[src/sv/cidh_pkg.sv]
// ----------------------------------------------------------------------------
// cidh_pkg
// Types and constants shared by the interrupt dispatch and halt block and its
// checker.
// ----------------------------------------------------------------------------
package cidh_pkg;

	// action codes
	localparam logic [3:0] ACT_BOUNDARY   = 4'd0;
	localparam logic [3:0] ACT_WR_FLAGS   = 4'd1;
	localparam logic [3:0] ACT_WR_ENABLES = 4'd2;
	localparam logic [3:0] ACT_READ       = 4'd3;
	localparam logic [3:0] ACT_REQ_VBLANK = 4'd4;
	localparam logic [3:0] ACT_REQ_JOYPAD = 4'd5;
	localparam logic [3:0] ACT_REQ_TIMER  = 4'd6;
	localparam logic [3:0] ACT_HALT       = 4'd7;
	localparam logic [3:0] ACT_SET_MASTER = 4'd8;

	// request sources
	localparam int          SRC_COUNT  = 5;
	localparam logic [7:0]  BIT_VBLANK = 8'h01;
	localparam logic [7:0]  BIT_TIMER  = 8'h04;
	localparam logic [7:0]  BIT_JOYPAD = 8'h10;

	localparam logic [6:0]  VEC_BASE      = 7'h40;
	localparam logic [15:0] PUSH_BYTES    = 16'd2;
	localparam logic [4:0]  DISPATCH_COST = 5'(4 * 5);
	localparam logic [4:0]  IDLE_COST     = 5'd4;

	typedef struct packed {
		logic [3:0]  action;
		logic [7:0]  data;
		logic [15:0] pc_value;
		logic [15:0] sp_value;
	} item_t;

	typedef struct packed {
		logic        dispatch;
		logic [6:0]  vector;
		logic [15:0] push_address;
		logic [15:0] push_value;
		logic [15:0] new_sp;
		logic        fetch;
		logic        hold_pc;
		logic [4:0]  wait_cycles;
		logic [7:0]  flags_read;
		logic [7:0]  enables_read;
		logic        is_halted;
	} result_t;

endpackage

[src/sv/cpu_interrupt_dispatch_and_halt.sv]
// ----------------------------------------------------------------------------
// cpu_interrupt_dispatch_and_halt
// Interrupt flag/enable registers, priority dispatch and HALT handling for an
// 8-bit CPU core. One result transaction per input transaction.
// ----------------------------------------------------------------------------
// Pipeline: an input register (stage 1) loads on the accepting edge; the result
//   register (stage 2) loads from it once stage 2 holds no stalled result.
// Throughput: one transaction per cycle while result_stall is low; the block state
//   is read and updated between the input register and the result register.
// Reset: arst_n clears flags, enables, master enable, halted and halt-bug
//   bits, empties both stages, and sets dmg_mode to 1.
// ----------------------------------------------------------------------------
module cpu_interrupt_dispatch_and_halt (
	input  logic             clk,
	input  logic             arst_n,
	// input transactions
	input  logic             item_valid,
	output logic             item_stall,
	input  cidh_pkg::item_t  item,
	// result transactions
	output logic             result_valid,
	input  logic             result_stall,
	output cidh_pkg::result_t result,
	// configuration write (dmg_mode)
	input  logic             cfg_valid,
	output logic             cfg_ready,
	input  logic             cfg_data
);
	import cidh_pkg::*;

	// ---------------------------------------------------------------------
	// Block state
	// ---------------------------------------------------------------------
	logic       dmg_mode_q;
	logic [7:0] flags_q;
	logic [7:0] enables_q;
	logic       master_q;
	logic       halted_q;
	logic       halt_bug_q;

	// next-state values from the transaction in stage 1
	logic [7:0] flags_d;
	logic [7:0] enables_d;
	logic       master_d;
	logic       halted_d;
	logic       halt_bug_d;

	// ---------------------------------------------------------------------
	// Pipeline control
	// Stage 1 holds the accepted transaction; stage 2 is the result register.
	// Stage 1 frees up whenever stage 2 can load, so a new transaction is
	// taken into an empty stage 1 even while a finished result sits stalled in stage 2.
	// ---------------------------------------------------------------------
	logic    valid_s1;
	item_t   item_s1;
	logic    valid_s2;
	result_t result_s2;

	logic    adv_s2;     // stage 2 may load this cycle
	logic    adv_s1;     // stage 1 transaction moves to stage 2 (state commits)
	logic    accept;

	assign adv_s2     = !valid_s2 || !result_stall;
	assign adv_s1     = valid_s1 && adv_s2;
	assign item_stall = valid_s1 && !adv_s2;
	assign accept     = item_valid && !item_stall;

	assign result_valid = valid_s2;
	assign result       = result_s2;

	// config is to be written only while idle (user's duty, not enforced); always ready
	assign cfg_ready = 1'b1;

	// ---------------------------------------------------------------------
	// Single-pass evaluation of the stage 1 transaction
	// ---------------------------------------------------------------------
	logic [4:0]  ready_src;
	logic        take;
	logic [2:0]  src_idx;
	logic        halted_mid;   // halted bit after a possible dispatch
	logic        wakeable;
	result_t     res_c;

	// lowest pending and enabled source wins
	always_comb begin
		src_idx = '0;
		for (int i = SRC_COUNT - 1; i >= 0; i--) begin
			if (ready_src[i]) begin
				src_idx = 3'(i);
			end
		end
	end

	assign ready_src = flags_q[4:0] & enables_q[4:0];
	assign take      = master_q && (|ready_src);
	assign wakeable  = master_q && (|enables_q[4:0]);
	assign halted_mid = take ? 1'b0 : halted_q;

	always_comb begin
		flags_d    = flags_q;
		enables_d  = enables_q;
		master_d   = master_q;
		halted_d   = halted_q;
		halt_bug_d = halt_bug_q;

		res_c              = '0;

		case (item_s1.action)
			ACT_BOUNDARY: begin
				if (take) begin
					res_c.dispatch     = 1'b1;
					res_c.vector       = VEC_BASE + {1'b0, src_idx, 3'b000};
					res_c.push_address = item_s1.sp_value - PUSH_BYTES;
					res_c.push_value   = item_s1.pc_value;
					res_c.new_sp       = item_s1.sp_value - PUSH_BYTES;
					res_c.wait_cycles  = DISPATCH_COST;
					flags_d            = flags_q & ~(8'd1 << src_idx);
					master_d           = 1'b0;
				end
				halted_d = halted_mid;
				if (halted_mid) begin
					// halted idle: no fetch, wait_cycles set to IDLE_COST
					res_c.wait_cycles = IDLE_COST;
				end else begin
					res_c.fetch   = 1'b1;
					res_c.hold_pc = halt_bug_q;
					halt_bug_d    = 1'b0;
				end
			end
			ACT_WR_FLAGS:   flags_d   = item_s1.data;
			ACT_WR_ENABLES: enables_d = item_s1.data;
			ACT_REQ_VBLANK: flags_d   = flags_q | BIT_VBLANK;
			ACT_REQ_JOYPAD: flags_d   = flags_q | BIT_JOYPAD;
			ACT_REQ_TIMER:  flags_d   = flags_q | BIT_TIMER;
			ACT_HALT: begin
				if (!wakeable) begin
					// nothing could wake the CPU: halt bug or color-model wait
					if (dmg_mode_q) begin
						halt_bug_d = 1'b1;
					end else begin
						res_c.wait_cycles = IDLE_COST;
					end
				end else begin
					halted_d = 1'b1;
				end
			end
			ACT_SET_MASTER: master_d = item_s1.data[0];
			default: ; // read and unused codes change nothing
		endcase

		res_c.flags_read   = flags_d;
		res_c.enables_read = enables_d;
		res_c.is_halted    = halted_d;
	end

	// ---------------------------------------------------------------------
	// Registers
	// ---------------------------------------------------------------------
	always_ff @(posedge clk or negedge arst_n) begin
		if (!arst_n) begin
			valid_s1 <= 1'b0;
			valid_s2 <= 1'b0;
		end else begin
			if (accept) begin
				valid_s1 <= 1'b1;
			end else if (adv_s1) begin
				valid_s1 <= 1'b0;
			end
			if (adv_s2) begin
				valid_s2 <= valid_s1;
			end
		end
	end

	always_ff @(posedge clk) begin
		if (accept) begin
			item_s1 <= item;
		end
		if (adv_s1) begin
			result_s2 <= res_c;
		end
	end

	always_ff @(posedge clk or negedge arst_n) begin
		if (!arst_n) begin
			dmg_mode_q <= 1'b1;
			flags_q    <= '0;
			enables_q  <= '0;
			master_q   <= 1'b0;
			halted_q   <= 1'b0;
			halt_bug_q <= 1'b0;
		end else begin
			if (cfg_valid && cfg_ready) begin
				dmg_mode_q <= cfg_data;
			end
			if (adv_s1) begin
				flags_q    <= flags_d;
				enables_q  <= enables_d;
				master_q   <= master_d;
				halted_q   <= halted_d;
				halt_bug_q <= halt_bug_d;
			end
		end
	end

endmodule

[config.mk]
export PLATFORM = sky130hd
export DESIGN_NAME = cpu_interrupt_dispatch_and_halt
export DESIGN_NICKNAME = d
export VERILOG_FILES = /design/src/sv/cidh_pkg.sv /design/src/sv/cpu_interrupt_dispatch_and_halt.sv
export SDC_FILE = /design/constraint.sdc
export NUM_CORES = 1
export LEC_CHECK = 0
export BUFFER_PORTS_ARGS = -buffer_cell sky130_fd_sc_hd__buf_4
export CORE_MARGIN = 2
export CORE_UTILIZATION = 25
export DETAILED_ROUTE_END_ITERATION = 6
export GPL_TIMING_DRIVEN = 0
export PLACE_DENSITY = 0.42
export REMOVE_ABC_BUFFERS = 1
export SYNTH_ARGS = -nofsm -noshare
export SYNTH_HDL_FRONTEND = slang
export SYNTH_SLANG_ARGS = --single-unit
export TNS_END_PERCENT = 10
[constraint.sdc]
create_clock -name clk -period 4.1 [get_ports clk]
set_input_delay 0.615 -clock clk [delete_from_list [all_inputs] [get_ports clk]]
set_output_delay 0.615 -clock clk [all_outputs]
set_load 0.005 [all_outputs]
==> results of run 1 <==
## report_power, final
group	internal [mW]	switching, mW
Clock	0.814	0.516
Combinational	0.220	0.192
Sequential	1.54	0.107
Total	2.57	0.814
## cell usage after synthesis, types with 3 or more instances
| master | instances |
|---|---|
| edfxtp_1 | 102 |
| nand2_1 | 39 |
| buf_4 | 24 |
| dfrtp_1 | 21 |
| and2_1 | 20 |
| mux2_2 | 16 |
| nor2_1 | 16 |
| o21ai_0 | 12 |
| clkbuf_1 | 10 |
| xnor2_1 | 9 |
| inv_1 | 7 |
| nor4_1 | 7 |
| nor3b_1 | 5 |
| or4_1 | 5 |
| a21oi_1 | 4 |
| a31oi_1 | 4 |
| nand2b_1 | 4 |
| nor3_1 | 4 |
| or3_1 | 4 |
| buf_2 | 3 |
| nor2b_1 | 3 |
| o31ai_1 | 3 |
## routing by layer
layer	wire, um	up-vias	global-route usage, %
met5	0	-	0
met4	202	0	4.71
met3	535	13	4.00
met2	5670	91	18.3
met1	4710	1504	12.7
li1	-	1504	-
## area by class of cell
type	count	share of cell area [%]
clock buffer	20	6.53
clock inverter	11	1.18
inverter	9	0.524
multi-input combinational	189	17.9
sequential	124	54.1
tap	270	5.05
timing repair buffer	127	14.7
## worst max-delay path, stage by stage, from the launching register on
cell,delay [ns]
edfxtp_1,0.58
or4_1,0.61
a211o_1,0.55
inv_2,0.42
o21ai_1,0.12
a32o_1,0.20
## placed cells by master, fill, tap and decap left out, drive strengths merged, types with 3 or more instances in the layout
master / n
buf: 127
edfxtp: 102
nand2: 39
dfrtp: 21
and2: 20
clkbuf: 20
mux2: 16
nor2: 16
o21ai: 13
xnor2: 9
clkinv: 9
inv: 8
nor4: 7
conb: 7
or4: 5
nor3b: 5
or3: 4
a31oi: 4
nand2b: 4
nor3: 4
a21oi: 4
nor2b: 3
o31ai: 3
## metrics by stage
stage	hold WS, ns	area (sq um)	instances	utilization [%]
after floorplan	0.319	4840	322	-
after global placement	0.454	6120	717	30.5
after detailed placement	0.466	6170	719	30.8
after global routing	0.104	6690	750	33.4
after CTS	0.0954	6690	750	33.4
final	0.102	6690	750	33.4
## state kept, by name, indices dropped and copies added (netlist names)
register / flops
enables_q: 8
flags_q: 8
master_q: 1
dmg_mode_q: 1
halted_q: 1
result: 58
item_s1: 44
result_valid: 1
valid_s1: 1
halt_bug_q: 1
## cell families (layout without fill, tap and decap cells)
group,count (synthesis),in the layout,share of synthesized area (%)
AND/OR/NAND/NOR,115,115,12.2
multiplexers,16,16,3.56
flip-flops,124,124,71.5
AO/OA/AOI/OAI,41,41,5.57
buffers and inverters,46,167,5.27
other,2,7,0.148
adder cells (fa/ha/maj),1,1,0.247
XOR/XNOR,9,9,1.56
## worst paths after layout
check                              from            to  slack [ns]  cells past startpoint
max in group asynchronous        arst_n    dmg_mode_q        3.69                      1
max reg2reg                 item_s1[40]      master_q        1.50                      5
min in group clk               item[20]   item_s1[20]        0.38                      1
min                              arst_n    flags_q[6]        0.10                      1
max                         item_s1[40]      master_q        1.50                      5
min reg2reg                enables_q[7]  enables_q[7]        0.48                      2
==> tab_implementation.tex, run 1 <==
\begin{tabular}{lr}
\hline
Metric & Value \\
\hline
\multicolumn{2}{l}{\textbf{Setup path}} \\
\quad Critical path data arrival time & approximately 2.9 ns \\
\quad Classification of the worst setup path & reg -> reg \\
\quad Critical-path maximum fanout & 22 \\
\quad Crit path required time & 4.39 ns \\
\quad Worst Setup Start Kind & flop \\
\quad Endpoint kind of the worst setup timing path & flop \\
\multicolumn{2}{l}{\textbf{Detailed routing}} \\
\quad Pre-Repair DR Iteration Count & 4 \\
\quad WL final & around 11000 um \\
\quad Routed length per placed instance & 14.8 um \\
\quad DRC & 0 \\
\quad Vias per inst & 4.15 \\
\quad Total vias in the final route & approximately 3100 \\
\quad Antenna viol nets, final & 0 \\
\quad Initial detailed-routing violation count & roughly 190 \\
\multicolumn{2}{l}{\textbf{Placed design}} \\
\quad HPWL Detailed & just under 8000 um \\
\quad Final weighted congestion in routability-driven placement & between 0.7 and 0.8 \\
\quad Placement-stage worst setup slack & 1.19 ns \\
\quad IO buf count & approximately 130 \\
\multicolumn{2}{l}{\textbf{Timing}} \\
\quad Final setup viols & 0 \\
\quad RSZ-0062 raised after global routing & no \\
\quad Final clock period utilization by the worst path & a little under two thirds \\
\quad Worst-Margin Slew & $\sim$1.1 ns \\
\quad Hold Fails Final Rpt & 0 \\
\quad Worst setup skew after layout & 0.00572 ns \\
\quad Slew margin rel. & between 20\% and 30\% \\
\quad Highest Clock Rate & approximately 380 MHz \\
\quad Final number of max-transition violations & 0 \\
\quad Final worst path period need & 2.60 ns \\
\quad Setup slack after layout & around 1.5 ns \\
\quad Total negative setup slack & 0 ns \\
\multicolumn{2}{l}{\textbf{Global routing}} \\
\quad Largest net degree at the start of global routing & 45 \\
\quad Global-route wire length before repair & roughly 18000 um \\
\quad Tot GR Track Use & a little over a tenth \\
\quad Antenna violations before repair & 0 \\
\quad Vias in the first global route & about 3200 \\
\quad Remaining global-route overflow & 0 \\
\multicolumn{2}{l}{\textbf{Floorplan}} \\
\quad Vertical die dimension & $\sim$150 um \\
\quad Area of the die & 21400 sq um \\
\quad Die boundary width & around 150 um \\
\quad Core outline area & $\sim$20000 sq um \\
\quad Site row count & 52 \\
\quad Effective utilization at floorplan & between 20\% and 30\% \\
\quad IO Pins & between 100 and 150 \\
\multicolumn{2}{l}{\textbf{Run}} \\
\quad Max-cap violations & 0 \\
\multicolumn{2}{l}{\textbf{Yosys}} \\
\quad Count of flip-flops with a built-in enable after synthesis & $\sim$100 \\
\quad Most area-consuming cells after synthesis & edfxtp\_1, dfrtp\_1, buf\_4, mux2\_2, nand2\_1 \\
\quad Leading area contributor after synthesis & edfxtp\_1 \\
\quad Syn Area/Cell & about 14 sq um \\
\quad Top FF cell, synth & edfxtp\_1 \\
\quad Area share of the largest cell type after synthesis & around three fifths \\
\quad Number of library cell types mapped by synthesis & 48 \\
\quad Summed instance area of the synthesized netlist & approximately 5100 sq um \\
\quad Number of instances in the synthesized netlist & between 300 and 400 \\
\quad Register bit count reported by yosys & 124 \\
\quad Post-synthesis async set-or-reset flop share & roughly 18\% \\
\quad Syn. warnings & 0 \\
\quad Seq/Total Area, Yosys & a little under three quarters \\
\multicolumn{2}{l}{\textbf{Clock network}} \\
\quad CTS tree & done \\
\quad Clk Latency, worst-skew pair & about 0.4 ns \\
\quad Max clock buf depth & 2 \\
\quad Post-CTS Resized & 0 \\
\quad Clock transition at the registers of the reported paths & approximately 0.05 ns \\
\quad Cell at the root of the clock tree & clkbuf\_16 \\
\quad CTS Buf Count & 17 \\
\quad CTS Hold Buffers Added & 0 \\
\quad Clock sink total & between 100 and 150 \\
\quad Number of buffers inserted by post-CTS setup repair & 0 \\
\quad H-tree levels & 4 \\
\multicolumn{2}{l}{\textbf{Power}} \\
\quad Power, Total & 3.39 mW \\
\quad Static Leakage & 2.61 nW \\
\quad Power density over the cells & just over 500 nW/um\^{}2 \\
\quad Peak ir drop on the vdd network & 0.260 mV \\
\multicolumn{2}{l}{\textbf{Layout}} \\
\quad Nets & approximately 520 \\
\quad Antenna Cells & 0 \\
\quad Number of fill cells & between 2000 and 2500 \\
\quad Combined flip-flop and latch cell area & about 3600 sq um \\
\quad Fraction of final layout cells sized beyond drive strength 1 & roughly 36\% \\
\quad Area growth from synthesis to layout & 32.2\% \\
\quad Multi-input gate area & between 1000 and 1500 sq um \\
\multicolumn{2}{l}{\textbf{Hold path}} \\
\quad Hold Path Class & in -> async \\
\multicolumn{2}{l}{\textbf{Status}} \\
\quad Status & finished clean \\
\hline
\end{tabular}
Note: power is estimated with default switching activity, not from simulation.
==> inputs of run 2 (changes only) <==
==> constraint.sdc (replaced) <==
create_clock -name clk -period 2.6 [get_ports clk]
set_input_delay 0.39 -clock clk [delete_from_list [all_inputs] [get_ports clk]]
set_output_delay 0.39 -clock clk [all_outputs]
set_load 0.005 [all_outputs]
==> run 2 against run 1 <==
Clock skew about the same. Core utilization increased by 0.10 points. Sequential power increased by 58%. Worst setup slack got worse by 1.3 ns. Non-clock buffer count increased by 1. Sequential cell count unchanged. Cell count increased by 0.13%. Critical path depth unchanged. Maximum frequency increased by 9.1%. Worst hold slack improved by 0.053 ns. Clock-buffer cell count unchanged. Largest power group unchanged.
==> tab_implementation.tex, run 2 (synthesized netlist as in run 1, its figures left out) <==
\begin{tabular}{lr}
\hline
Metric & Value \\
\hline
\multicolumn{2}{l}{\textbf{Floorplan}} \\
\quad Effective utilization at floorplan & 25.2\% (unchanged) \\
\quad Core outline area & 20000 sq um (unchanged) \\
\quad IO Pins & 133 (unchanged) \\
\quad Area of the die & 21400 sq um (unchanged) \\
\quad Site row count & 52 (unchanged) \\
\quad Vertical die dimension & 146 um (unchanged) \\
\quad Die boundary width & 146 um (unchanged) \\
\multicolumn{2}{l}{\textbf{Clock network}} \\
\quad Clock sink total & 124 (unchanged) \\
\quad Clock transition at the registers of the reported paths & 0.05 ns (about the same) \\
\quad Cell at the root of the clock tree & clkbuf\_16 \\
\quad H-tree levels & 4 (unchanged) \\
\quad Number of buffers inserted by post-CTS setup repair & 0 (unchanged) \\
\quad CTS Buf Count & 17 (unchanged) \\
\quad CTS tree & done \\
\quad Max clock buf depth & 2 (unchanged) \\
\quad Clk Latency, worst-skew pair & 0.41 ns (about the same) \\
\multicolumn{2}{l}{\textbf{Power}} \\
\quad Power, Total & 5.35 mW (+58\%) \\
\quad Cell Int Power & 4.06 mW (+58\%) \\
\quad Sequential group share of total power & 48.6\% (about the same) \\
\quad Proportion of total power due to net switching & 24.1\% (+0.025 points) \\
\quad Switching power summed over all nets & 1.29 mW (+58\%) \\
\quad Clock network power share & 39.2\% (about the same) \\
\quad Peak ir drop on the vdd network & 0.409 mV (+57\%) \\
\quad Static Leakage & 2.62 nW (+0.22\%) \\
\quad Combinational fraction of design power & 12.2\% (about the same) \\
\quad Power density over the cells & 797 nW/um\^{}2 (+57\%) \\
\multicolumn{2}{l}{\textbf{Timing}} \\
\quad Hold Fails Final Rpt & 0 (unchanged) \\
\quad Hold Worst Slack & 0.155 ns (+0.0526 ns) \\
\quad Final setup viols & 0 (unchanged) \\
\quad Setup slack after layout & 0.212 ns (-1.28 ns) \\
\quad Total negative setup slack & 0 ns (unchanged) \\
\quad Worst-Margin Slew & 0.775 ns (-0.276 ns) \\
\quad Final clock period utilization by the worst path & 91.8\% (+28 points) \\
\quad Final number of max-transition violations & 0 (unchanged) \\
\quad Highest Clock Rate & 419 MHz (+9.1\%) \\
\quad Worst setup skew after layout & 0.00557 ns (-0.000155 ns) \\
\quad RSZ-0062 raised after global routing & no \\
\quad Final worst path period need & 2.39 ns (-0.217 ns) \\
\quad Slew margin rel. & 48.2\% (+19 points) \\
\multicolumn{2}{l}{\textbf{Run}} \\
\quad Max-cap violations & 0 (unchanged) \\
\multicolumn{2}{l}{\textbf{Layout}} \\
\quad Combined flip-flop and latch cell area & 3610 sq um (unchanged) \\
\quad Most frequent standard cell in the layout excluding fill and tap cells & buf\_4 \\
\quad Number of fill cells & 2001 (-0.10\%) \\
\quad Antenna Cells & 0 (unchanged) \\
\quad Share of the core filled with cells & 33.5\% (+0.10 points) \\
\quad Fraction of final layout cells sized beyond drive strength 1 & 36.2\% (+0.34 points) \\
\quad Multi-input gate area & 1200 sq um (+0.52\%) \\
\quad Area growth from synthesis to layout & 32.6\% \\
\quad Nets & 520 (+0.19\%) \\
\quad Commonest cells after routing, fill and taps aside & buf\_4, edfxtp\_1, nand2\_1 \\
\quad Max reg flops & 58 (unchanged) \\
\multicolumn{2}{l}{\textbf{Setup path}} \\
\quad Classification of the worst setup path & reg -> reg \\
\quad Endpoint kind of the worst setup timing path & flop \\
\quad Critical-path maximum fanout & 22 (unchanged) \\
\quad Worst Setup Start Kind & flop \\
\quad Critical path data arrival time & 2.68 ns (-0.22 ns) \\
\quad Crit path required time & 2.89 ns (-1.50 ns) \\
\multicolumn{2}{l}{\textbf{Global routing}} \\
\quad Largest net degree at the start of global routing & 45 (unchanged) \\
\quad Tot GR Track Use & 10.9\% (unchanged) \\
\quad Global-route wire length before repair & 17700 um (unchanged) \\
\quad Antenna violations before repair & 0 (unchanged) \\
\quad Remaining global-route overflow & 0 (unchanged) \\
\quad Vias in the first global route & 3181 (+0.063\%) \\
\multicolumn{2}{l}{\textbf{Status}} \\
\quad Status & finished clean \\
\multicolumn{2}{l}{\textbf{Detailed routing}} \\
\quad Total vias in the final route & 3119 (+0.22\%) \\
\quad WL final & 11100 um (about the same) \\
\quad Initial detailed-routing violation count & 187 (+1.1\%) \\
\quad DRC & 0 (unchanged) \\
\quad Routed length per placed instance & 14.8 um (-0.19\%) \\
\quad Pre-Repair DR Iteration Count & 4 (unchanged) \\
\quad Antenna viol nets, final & 0 (unchanged) \\
\quad Vias per inst & 4.15 (about the same) \\
\multicolumn{2}{l}{\textbf{Placed design}} \\
\quad Final weighted congestion in routability-driven placement & 0.728 (unchanged) \\
\quad Placement-stage worst setup slack & -0.0887 ns (-1.27 ns) \\
\quad IO buf count & 125 (unchanged) \\
\quad HPWL Detailed & 7720 um (unchanged) \\
\multicolumn{2}{l}{\textbf{Hold path}} \\
\quad Hold Path Class & in -> reg \\
\hline
\end{tabular}
## run 2: cell count changes in the layout (fill, tap and decap cells not counted), sizes merged
| cell | before | now |
|---|---|---|
| inv | 8 | 9 |
| dlygate4sd3 | 0 | 1 |
| clkinv | 9 | 8 |
## run 2: final cells by class
cell class	count	area share (%)
clock inverters	11	1.18
well taps	270	5.04
multi-input cells	189	17.9
inverters	9	0.578
clock buffers	20	6.51
repair buffers	128	14.9
flip-flops and latches	124	53.9
## run 2: critical path, cell delays in order (launching register included)
cell      delay (ns)
edfxtp_1        0.61
or4_1           0.60
a211o_2         0.49
inv_4           0.26
o21ai_1         0.10
a32o_1          0.20
## run 2: repair_timing
item / CTS / global route
endpoints found under the setup margin: 1 / 45
hold buffers: 1 / 0
hold endpoints to repair: 21 / 0
resized for setup: 1 / 3
## run 2: path summary, 6_finish.rpt
| check | startpoint | end | depth (start not counted) | slack [ns] |
|---|---|---|---|---|
| worst min register to register | enables_q[7] | enables_q[7] | 2 | 0.48 |
| min in group asynchronous | arst_n | flags_q[6] | 2 | 0.43 |
| worst min-delay path | item[20] | item_s1[20] | 1 | 0.15 |
| max in group asynchronous | arst_n | dmg_mode_q | 2 | 1.87 |
| worst max register to register | item_s1[42] | master_q | 5 | 0.21 |
| worst max-delay path | item_s1[42] | master_q | 5 | 0.21 |
## run 2: per-stage QoR
step | cells | instance area [sq um]
final | 751 | 6710
after global routing | 751 | 6710
after CTS | 751 | 6700
after detailed placement | 719 | 6170
after global placement | 717 | 6120
after floorplan | 322 | 4840
## run 2: layer usage
metal / vias to the layer above / GRT usage (%) / share of wire [%] / routed length, um
li1: 1505 / - / - / -
met1: 1511 / 12.7 / 42 / 4710
met2: 93 / 18.3 / 51 / 5670
met3: 10 / 4.00 / 4.9 / 545
met4: 0 / 4.71 / 1.6 / 181
met5: - / 0 / 0 / 0
## run 2: power by group through the flow
stage          registers, mW  clock network, mW  logic (mW)
2_1_floorplan           2.60                  0       0.330
3_3_place_gp            2.64                  0       0.636
3_5_place_dp            2.64                  0       0.661
4_1_cts                 2.60               2.17       0.665
5_1_grt                 2.63               2.26       0.724
6_report                2.60               2.10       0.652
